$ cat config.mk
export PLATFORM = sky130hd
export DESIGN_NAME = hcp_ctrl
export DESIGN_NICKNAME = d
export VERILOG_FILES = /design/src/design/hcp_pkg.sv /design/src/design/hcp_ctrl.sv
export SDC_FILE = /design/constraint.sdc
export NUM_CORES = 1
export LEC_CHECK = 0
export BUFFER_PORTS_ARGS = -buffer_cell sky130_fd_sc_hd__buf_2
export CAP_MARGIN = 30
export CORE_MARGIN = 2
export CORE_UTILIZATION = 54
export DETAILED_ROUTE_END_ITERATION = 7
export PLACE_DENSITY = 0.84
export SLEW_MARGIN = 20
export SYNTH_ARGS = -nofsm -noshare
export SYNTH_HDL_FRONTEND = slang
export SYNTH_SLANG_ARGS = --single-unit
$ cat constraint.sdc
create_clock -name clk_i -period 2.9 [get_ports clk_i]
set_input_delay 0.435 -clock clk_i [delete_from_list [all_inputs] [get_ports clk_i]]
set_output_delay 0.435 -clock clk_i [all_outputs]
set_load 0.01 [all_outputs]
$ cat src/design/hcp_pkg.sv
// ----------------------------------------------------------------------------
// hcp_pkg
// Shared types and constants of the Harris corner pixel pipeline.
// ----------------------------------------------------------------------------
package hcp_pkg;

  localparam int MAX_WIDTH_DEF = 1024;

  localparam logic [10:0] IMAGE_WIDTH_RST      = 11'd640;
  localparam logic [15:0] IMAGE_HEIGHT_RST     = 16'd480;
  localparam logic [15:0] HARRIS_K_RST         = 16'd3932;
  localparam logic [46:0] CORNER_THRESHOLD_RST = 47'd50000;

  // configuration register indexes
  localparam logic [1:0] CFG_IMAGE_WIDTH      = 2'd0;
  localparam logic [1:0] CFG_IMAGE_HEIGHT     = 2'd1;
  localparam logic [1:0] CFG_HARRIS_K         = 2'd2;
  localparam logic [1:0] CFG_CORNER_THRESHOLD = 2'd3;

  // window modes of the datapath
  localparam logic [1:0] MODE_BLUR = 2'd0;
  localparam logic [1:0] MODE_GRAD = 2'd1;
  localparam logic [1:0] MODE_RESP = 2'd2;
  localparam logic [1:0] MODE_EMIT = 2'd3;

  // reciprocals with 16 fraction bits, exact for sums up to 9*255
  localparam logic [13:0] RECIP_6 = 14'd10923;
  localparam logic [13:0] RECIP_9 = 14'd7282;

  typedef struct packed {
    logic       kind;
    logic [7:0] pixel_in;
  } in_item_t;

  typedef struct packed {
    logic [7:0]  pixel_out;
    logic        is_corner;
    logic [46:0] response;
    logic        last_of_frame;
  } out_item_t;

  typedef struct packed {
    logic              take_pixel;
    logic              tap_go;
    logic              tap_first;
    logic signed [2:0] tap_dy;
    logic signed [2:0] tap_dx;
    logic [1:0]        mode;
    logic              blur_store;
    logic              grad_store;
    logic              resp_mul;
    logic              resp_det;
    logic              resp_pen;
    logic              resp_store;
    logic              frame_end;
    logic              emit_fin;
  } cmd_t;

  typedef struct packed {
    logic can_blur;
    logic can_grad;
    logic can_resp;
    logic need_emit;
    logic flush_ok;
    logic out_free;
  } status_t;

endpackage

$ cat src/design/hcp_ctrl.sv
// ----------------------------------------------------------------------------
// hcp_ctrl
// Sequencer: accepts items, walks the window taps of each stage and issues
// the store, response and emit steps to the datapath.
// ----------------------------------------------------------------------------
module hcp_ctrl (
  input  logic             clk_i,
  input  logic             rst_ni,
  input  logic             in_valid_i,
  input  logic             in_kind_i,
  output logic             in_stall_o,
  input  hcp_pkg::status_t st_i,
  output hcp_pkg::cmd_t    cmd_o
);

  localparam logic [3:0] S_IDLE  = 4'd0;
  localparam logic [3:0] S_ADV   = 4'd1;
  localparam logic [3:0] S_WIN   = 4'd2;
  localparam logic [3:0] S_DRAIN = 4'd3;
  localparam logic [3:0] S_BFIN  = 4'd4;
  localparam logic [3:0] S_GFIN  = 4'd5;
  localparam logic [3:0] S_R1    = 4'd6;
  localparam logic [3:0] S_R2    = 4'd7;
  localparam logic [3:0] S_R3    = 4'd8;
  localparam logic [3:0] S_R4    = 4'd9;
  localparam logic [3:0] S_FRAME = 4'd10;
  localparam logic [3:0] S_EFIN  = 4'd11;

  logic [3:0]        state_q, state_d;
  logic [1:0]        mode_q, mode_d;
  logic signed [2:0] tr_q, tr_d, tc_q, tc_d;
  logic signed [2:0] rad;

  assign rad = (mode_q == hcp_pkg::MODE_EMIT) ? 3'sd2 : 3'sd1;

  always_comb begin
    state_d = state_q;
    mode_d  = mode_q;
    tr_d    = tr_q;
    tc_d    = tc_q;
    cmd_o   = '0;
    cmd_o.mode   = mode_q;
    cmd_o.tap_dy = tr_q;
    cmd_o.tap_dx = tc_q;
    in_stall_o   = (state_q != S_IDLE);
    case (state_q)
      S_IDLE: begin
        if (in_valid_i) begin
          if (!in_kind_i) begin
            cmd_o.take_pixel = 1'b1;
            state_d = S_ADV;
          end else if (st_i.flush_ok) begin
            mode_d  = hcp_pkg::MODE_EMIT;
            tr_d    = -3'sd2;
            tc_d    = -3'sd2;
            state_d = S_WIN;
          end
        end
      end
      S_ADV: begin
        tr_d    = -3'sd1;
        tc_d    = -3'sd1;
        state_d = S_WIN;
        if (st_i.can_blur) begin
          mode_d = hcp_pkg::MODE_BLUR;
        end else if (st_i.can_grad) begin
          mode_d = hcp_pkg::MODE_GRAD;
        end else if (st_i.can_resp) begin
          mode_d = hcp_pkg::MODE_RESP;
        end else begin
          state_d = S_FRAME;
        end
      end
      S_WIN: begin
        cmd_o.tap_go    = 1'b1;
        cmd_o.tap_first = (tr_q == -rad) && (tc_q == -rad);
        if (tc_q == rad) begin
          tc_d = -rad;
          tr_d = tr_q + 3'sd1;
          if (tr_q == rad) begin
            state_d = S_DRAIN;
          end
        end else begin
          tc_d = tc_q + 3'sd1;
        end
      end
      S_DRAIN: begin
        case (mode_q)
          hcp_pkg::MODE_BLUR: state_d = S_BFIN;
          hcp_pkg::MODE_GRAD: state_d = S_GFIN;
          hcp_pkg::MODE_RESP: state_d = S_R1;
          default:            state_d = S_EFIN;
        endcase
      end
      S_BFIN: begin
        cmd_o.blur_store = 1'b1;
        state_d = S_ADV;
      end
      S_GFIN: begin
        cmd_o.grad_store = 1'b1;
        state_d = S_ADV;
      end
      S_R1: begin
        cmd_o.resp_mul = 1'b1;
        state_d = S_R2;
      end
      S_R2: begin
        cmd_o.resp_det = 1'b1;
        state_d = S_R3;
      end
      S_R3: begin
        cmd_o.resp_pen = 1'b1;
        state_d = S_R4;
      end
      S_R4: begin
        cmd_o.resp_store = 1'b1;
        state_d = S_ADV;
      end
      S_FRAME: begin
        cmd_o.frame_end = 1'b1;
        if (st_i.need_emit) begin
          mode_d  = hcp_pkg::MODE_EMIT;
          tr_d    = -3'sd2;
          tc_d    = -3'sd2;
          state_d = S_WIN;
        end else begin
          state_d = S_IDLE;
        end
      end
      S_EFIN: begin
        if (st_i.out_free) begin
          cmd_o.emit_fin = 1'b1;
          state_d = S_IDLE;
        end
      end
      default: state_d = S_IDLE;
    endcase
  end

  always_ff @(posedge clk_i or negedge rst_ni) begin
    if (!rst_ni) begin
      state_q <= S_IDLE;
      mode_q  <= hcp_pkg::MODE_BLUR;
      tr_q    <= '0;
      tc_q    <= '0;
    end else begin
      state_q <= state_d;
      mode_q  <= mode_d;
      tr_q    <= tr_d;
      tc_q    <= tc_d;
    end
  end

endmodule

==> results of run 1 <==
flip-flops by register name (all words and copies together), names as in the netlist:
name and cells:
mode_q 2, state_q 4, tr_q 3, tc_q 3
cells in the mapped netlist (all sizes together):
cell type / count
a31oi: 1
o21ai: 9
nand2b: 5
a211oi: 2
o31ai: 1
nor2: 14
nand2: 11
o22ai: 1
a221o: 1
or2b: 2
nand4b: 1
o22a: 3
and3b: 1
nand3: 6
a211o: 1
ha: 2
dfrtp: 12
nor3b: 1
or3: 1
or4: 1
inv: 6
a22o: 1
buf: 4
a221oi: 1
o311ai: 1
and2: 2
nor2b: 3
o41ai: 1
o32ai: 1
a21o: 1
a21oi: 10
a2111oi: 1
o32a: 1
nand4: 2
o21a: 1
nand3b: 3
clkbuf: 3
nor3: 4
or3b: 1
worst paths after layout:
| kind | startpoint | endpoint | cells after the start | slack (ps) |
|---|---|---|---|---|
| min reg2reg | tc_q[1]$_DFFE_PN0P_ | tc_q[1]$_DFFE_PN0P_ | 1 | 630 |
| max in group asynchronous | rst_ni | tr_q[0]$_DFFE_PN0P_ | 1 | 2650 |
| min | rst_ni | tr_q[2]$_DFFE_PN0P_ | 1 | 30 |
| min in group clk_i | st_i[0] | state_q[0]$_DFFE_PN0P_ | 2 | 360 |
| max reg2reg | state_q[1]$_DFFE_PN0P_ | tr_q[2]$_DFFE_PN0P_ | 5 | 930 |
| max | state_q[3]$_DFFE_PN0P_ | cmd_o[16] | 4 | 760 |
report_power, final:
part	internal (W)	switching [W]
Sequential	0.000237	0.000169
Combinational	0.000314	0.000375
Clock	0.0000762	0.0000588
Total	0.000627	0.000603
area by class of cell:
type	instances	area, µm²
Inverter	6	22.5
Fill cell	144	563
Multi-Input combinational cell	98	609
Clock buffer	4	36.3
Tap cell	25	31.3
Sequential cell	12	300
Timing Repair Buffer	29	145
kinds of logic (layout without fill, tap and decap cells):
kind of cell | Yosys count | after routing | synth area share [%]
buf+inv | 13 | 39 | 6.44
simple gates | 58 | 58 | 32.3
compound gates | 38 | 38 | 27.8
fa+ha+maj | 2 | 2 | 2.57
flops | 12 | 12 | 30.9
worst register-to-register path, delay by kind of cell (launching register included):
family | cells | cell delay (ps)
AO/OA/AOI/OAI | 2 | 570
flip-flops | 1 | 670
AND/OR/NAND/NOR | 3 | 620
routing by layer:
layer	vias up	global-route usage [%]	routed length, µm
met5	-	0	0
met4	0	6.86	25
met3	4	2.75	123
met2	38	38.6	1130
met1	495	32.9	1110
li1	499	-	-
through the flow:
stage	worst slack, ps	instance area [µm²]	util (%)	std cells
2_1_floorplan	1230	972	-	123
6_report	759	1140	67.0	174
5_1_grt	625	1140	67.0	174
4_1_cts	754	1140	67.0	174
3_3_place_gp	1040	1110	64.9	170
3_5_place_dp	956	1110	64.9	170
==> summary.md, run 1 <==
| Metric | Value |
|---|---|
| Critical Path, Cell by Cell | nor2_2, nand3_2, a211oi_1, buf_2 |
| CTS max path bufs | 2 |
| GP Congestion | 0.835 |
| CP Launch Type | register |
| Final worst path period share | 73.8% |
| Worst hold slack | 31.1 ps |
| DRT Wirelength | 2390 µm |
| Worst vdd ir | 0.548 mV |
| Syn nets | 135 |
| Routed len/inst | 13.7 µm |
| # port buffers | 29 |
| Crit-path max cell delay | 590 ps |
| Max stage delay cell, worst path | dfrtp_1 |
| Leak pwr | 0.522 nW |
| Worst EP arrival | 1710 ps |
| Initial Util | 56.9% |
| CP Max Fanout | 18 |
| Diodes inserted | 0 |
| Final slew viol count | 0 |
| Global-route usage over all layers | 23.8% |
| Pre-antenna DRT Iters | 4 |
| TritonCTS buffer count | 3 |
| Worst Path Required | 2470 ps |
| Syn avg cell area | 7.90 µm² |
| Synth Warn # | 0 |
| # DRC | 0 |
| CTS resizes | 0 |
| Sequential-to-total area share from yosys stat | 30.9% |
| Row count | 15 |
| First-pass GRT wire length | 3700 µm |
| Final critical-path required period | 2140 ps |
| Die footprint | 2160 µm² |
| Final nets | 162 |
| Vias | 1036 |
| Crit. End Element | output pin |
| Layout cells sized above 1 | 24.8% |
| Setup violations, final | 0 |
| Pwr Total | 0.00123 W |
| Flops & latches, synth | 12 |
| Status | finished, final reports clean |
| Initial DRC Count | 23 |
| Chip height | 46.4 µm |
| Fmax | 467 MHz |
| Root buffer cell | clkbuf_4 |
| Commonest non-fill, non-tap cells in the layout | buf_2 (29), nor2_1 (13), dfrtp_1 (12), nand2_1 (10), a21oi_1 (10) |
| H-tree lvl count | 1 |
| CP Class | register to output pin |
| PwrDens | 1070 nW/µm² |
| Clk Latency, worst-skew pair | 270 ps |
| Commonest non-fill, non-tap cell in the layout | buf_2 |
| RSZ-0062 raised after global routing | no |
| Max-Cap Viols | 0 |
| Area fraction of the dominant cell type after synthesis | 30.9% |
| Final Hold Fails | 0 |
| Post-route setup TNS | 0 ps |
| Relative slew margins | 61.5% |
| Crit path max-delay family | flip-flops |
| Detailed Place HPWL | 1770 µm |
| I/O pins | 30 |
| Post-CTS Setup Inserts | 0 |
| Vias per cell | 5.95 |
| CTS tree | yes |
| Area of the core | 1710 µm² |
| Clk slew on worst S/H paths | 80 ps |
| Post-Synthesis Cells | 123 |
| Vias in the first global route | 834 |
| Total grt overflow | 0 |
| Area Growth Syn to Fin | 17.8% |
| Largest net degree at the start of global routing | 19 |
| Tightest Hold Check Type | input port to asynchronous set/reset pin |
| WP buf/inv | 1 |
| Synth Cell Area | 972 µm² |
| Synth cell types | 45 |
| Clk sinks | 12 |
| Yosys top cell by area | dfrtp_1 |
| Die X | 46.4 µm |
| Initial antenna violation count | 0 |
| DRT antenna net count | 0 |
| CTS Hold Buffers Added | 0 |
| Setup Skew | 3.40 ps |
| Worst-margin pin slew | 578 ps |
| Largest cells by area after synthesis | dfrtp_1 (31%), a21oi_1 (5.1%), nor2_1 (5.0%), o21ai_0 (4.1%), nand2_1 (3.9%) |
Power figures use the tool's default switching activity.
==> run 2, diff against run 1 <==
- ABC_AREA: unset -> 1
- CORE_UTILIZATION: 54 -> 50
- PLACE_DENSITY: 0.84 -> 0.79
- clock period: 2.9 -> 2 ns (I/O delays scaled with it)
==> run 2 against run 1 <==
Net effect: global-route usage up 2.5 points; register-to-register slack worse by 460 ps; sequential share of layout area shrank 1.1 points; largest cell class unchanged; highest routed layer unchanged.
==> summary.md, run 2 <==
| Metric | Value |
|---|---|
| Detailed Place HPWL | 2120 µm (+20%) |
| Final design utilization | 67.7% (+0.63 points) |
| Final Hold Fails | 0 (unchanged) |
| EDFF count, synth | 0 (unchanged) |
| Initial DRC Count | 43 (+87%) |
| Worst EP arrival | 1560 ps (-150 ps) |
| Post-Synthesis Cells | 150 (+22%) |
| CTS tree | yes |
| Crit. End Element | output pin |
| TritonCTS buffer count | 3 (unchanged) |
| # DRC | 0 (unchanged) |
| Area fraction of the dominant cell type after synthesis | 31.7% (+0.77 points) |
| Max stage delay cell, worst path | dfrtp_1 |
| Die footprint | 2260 µm² (+4.9%) |
| Commonest cells post-synth | nand2_1 (41), inv_1 (23), nor2_1 (22) |
| Yosys top cell by area | dfrtp_1 |
| Synth Cell Area | 948 µm² (-2.4%) |
| Largest net degree at the start of global routing | 13 (-6) |
| Final worst path period share | 93.0% |
| Commonest non-fill, non-tap cell in the layout | nand2_1 |
| DP Worst Slack | 373 ps (-583 ps) |
| Synth async-reset ratio | 100% (unchanged) |
| Largest cells by area after synthesis | dfrtp_1 (32%), nand2_1 (16%), nand3_1 (10%), inv_1 (9.1%), nor2_1 (8.7%) |
| CP Max Fanout | 6 (-12) |
| Flops & latches, synth | 12 (unchanged) |
| First-pass GRT wire length | 4210 µm (+14%) |
| Pwr Total | 0.00220 W (+79%) |
| Max-Cap Viols | 0 (unchanged) |
| Syn avg cell area | 6.32 µm² (-20%) |
| Area Growth Syn to Fin | 25.9% |
| PnR worst setup slack | 140 ps (-620 ps) |
| # port buffers | 29 (unchanged) |
| Worst-margin pin slew | 401 ps (-177 ps) |
| Post-route setup TNS | 0 ps (unchanged) |
| CP Class | register to output pin |
| Largest regs | state_q x4, tc_q x3, tr_q x3 |
| Initial Util | 53.8% (-3.2 points) |
| Most common cell in the netlist | nand2_1 |
| Final slew viol count | 0 (unchanged) |
| Vias per cell | 5.45 (-8.4%) |
| Max reg flops | 4 (unchanged) |
| Layout cells sized above 1 | 23.5% (-1.3 points) |
| Tightest Hold Check Type | input port to register |
| WP buf/inv | 3 (+2) |
| Crit-path max cell delay | 460 ps (-130 ps) |
| Final critical-path required period | 1860 ps |
| I/O pins | 30 (unchanged) |
| Status | finished, final reports clean |
| Setup violations, final | 0 (unchanged) |
| Row count | 15 (unchanged) |
| Chip height | 47.6 µm (+2.4%) |
| Synth cell types | 20 (-56%) |
| Worst vdd ir | 0.949 mV (+73%) |
| Crit path max-delay family | simple AND/OR/NAND/NOR gates |
| Final nets | 200 (+23%) |
| Clk Latency, worst-skew pair | 280 ps (about the same) |
| Die X | 47.6 µm (+2.4%) |
| DRT antenna net count | 0 (unchanged) |
| Area of the core | 1760 µm² (+3.3%) |
| CP Launch Type | register |
| PwrDens | 1850 nW/µm² (+72%) |
| Clk slew on worst S/H paths | 90 ps (about the same) |
| Syn nets | 162 (+20%) |
| Diodes inserted | 0 (unchanged) |
| DRT Wirelength | 2680 µm (+12%) |
| RSZ-0062 raised after global routing | no |
| Routed len/inst | 12.6 µm (-7.9%) |
| Critical Path, Cell by Cell | inv_1, nand2_1, nor2_4, inv_1, nor3_1, buf_2 |
| Vias in the first global route | 1013 (+21%) |
| Initial antenna violation count | 0 (unchanged) |
| CTS max path bufs | 2 (unchanged) |
| Synth Warn # | 0 (unchanged) |
| Fmax | 538 MHz |
| Commonest non-fill, non-tap cells in the layout | nand2_1 (41), buf_2 (29), nor2_1 (22), inv_1 (21), nand3_1 (19) |
| Clk sinks | 12 (unchanged) |
| Global-route usage over all layers | 26.3% (+2.5 points) |
| Total grt overflow | 0 (unchanged) |
| Relative slew margins | 73.2% (+12 points) |
| Top reg by flops | state_q |
| Setup Skew | 2.35 ps (-1.05 ps) |
| Leak pwr | 0.697 nW (+34%) |
| Sequential-to-total area share from yosys stat | 31.7% (+0.77 points) |
| Top FF cell, synth | dfrtp_1 |
| Vias | 1156 (+12%) |
| Root buffer cell | clkbuf_4 |
| Pre-antenna DRT Iters | 4 (unchanged) |
| H-tree lvl count | 1 (unchanged) |
| GP Congestion | 0.886 (+6.1%) |
| Critical path's most frequent cell | inv_1 |
| Worst Path Required | 1700 ps (-770 ps) |
-- run 2: cell count changes in the layout (fill, tap and decap cells not counted), moves of 3 or more --
cell      before  now
o211ai_1       0    3
buf_4          0    3
nand4_1        2    6
o21ai_0        8    3
o22a_1         3    0
nand3_1        5   19
a21oi_1       10    4
nand2b_1       5    0
nand2_1       10   41
inv_1          6   21
nor2b_1        3    0
nor2_1        13   22
-- run 2: cell families after synthesis --
| logic type | count (synthesis) | synth area share (%) |
|---|---|---|
| adders and majority gates | 2 | 2.64 |
| AOI/OAI and AO/OA | 12 | 7.78 |
| and+or+nand+nor | 99 | 47.0 |
| buffers and inverters | 23 | 9.10 |
| DFF | 12 | 31.7 |
| xor gates and xnor gates | 2 | 1.85 |
-- run 2: through the flow --
stage	instance area, µm²	std cells	hold slack [ps]
after floorplan	948	150	4.41
after global placement	1120	204	194
after detailed placement	1120	204	202
after CTS	1170	209	322
after global routing	1190	212	357
final	1190	212	328
-- run 2: metal layers --
layer	part of all wire, %	up-vias	GRT usage [%]	wire (µm)
li1	-	565	-	-
met5	0	-	0	0
met4	1.9	0	14.1	52
met1	43	533	33.8	1150
met2	49	51	41.9	1300
met3	6.5	7	4.53	174
-- run 2: worst register-to-register path, stage by stage, from the launching register on --
cell and delay, ps:
dfrtp_1 440, inv_2 120, nand2_2 100, nor2_1 200, nand2_2 150, nor2_1 120
nand2_1 80, nand2_1 110, nand2_1 50, o21ai_0 80
-- run 2: final timing paths --
check / startpoint / end / slack, ps / depth (start not counted)
min in group asynchronous: rst_ni / state_q[2]$_DFFE_PN0P_ / 420 / 2
hold / removal: st_i[5] / mode_q[1]$_DFFE_PN0P_ / 330 / 4
setup / recovery: state_q[0]$_DFFE_PN0P_ / cmd_o[16] / 140 / 6
hold reg to reg: tr_q[1]$_DFFE_PN0P_ / tr_q[1]$_DFFE_PN0P_ / 580 / 2
max in group asynchronous: rst_ni / tr_q[1]$_DFFE_PN0P_ / 1350 / 2
setup reg to reg: state_q[3]$_DFFE_PN0P_ / mode_q[0]$_DFFE_PN0P_ / 470 / 9
-- run 2: power breakdown --
| group | switching (W) | total (W) | internal, W | leakage [nW] |
|---|---|---|---|---|
| clock | 0.0000925 | 0.000203 | 0.000111 | 0.0210 |
| combinational | 0.000924 | 0.00147 | 0.000545 | 0.533 |
| sequential | 0.000169 | 0.000532 | 0.000363 | 0.143 |
-- run 2: layout make-up --
cell class                 count  area [µm²]
clock buffer                   4        36.3
fill                         181         571
inverter                      23        86.3
multi-input combinational    115         562
sequential                    12         300
tap                           25        31.3
timing repair buffer          33         178
-- run 2: timing repair --
item	CTS	global route
resized for setup	0	2
hold buffers	1	0
setup endpoints to repair	0	1
hold endpoints to repair	12	0
setup buffers	0	3
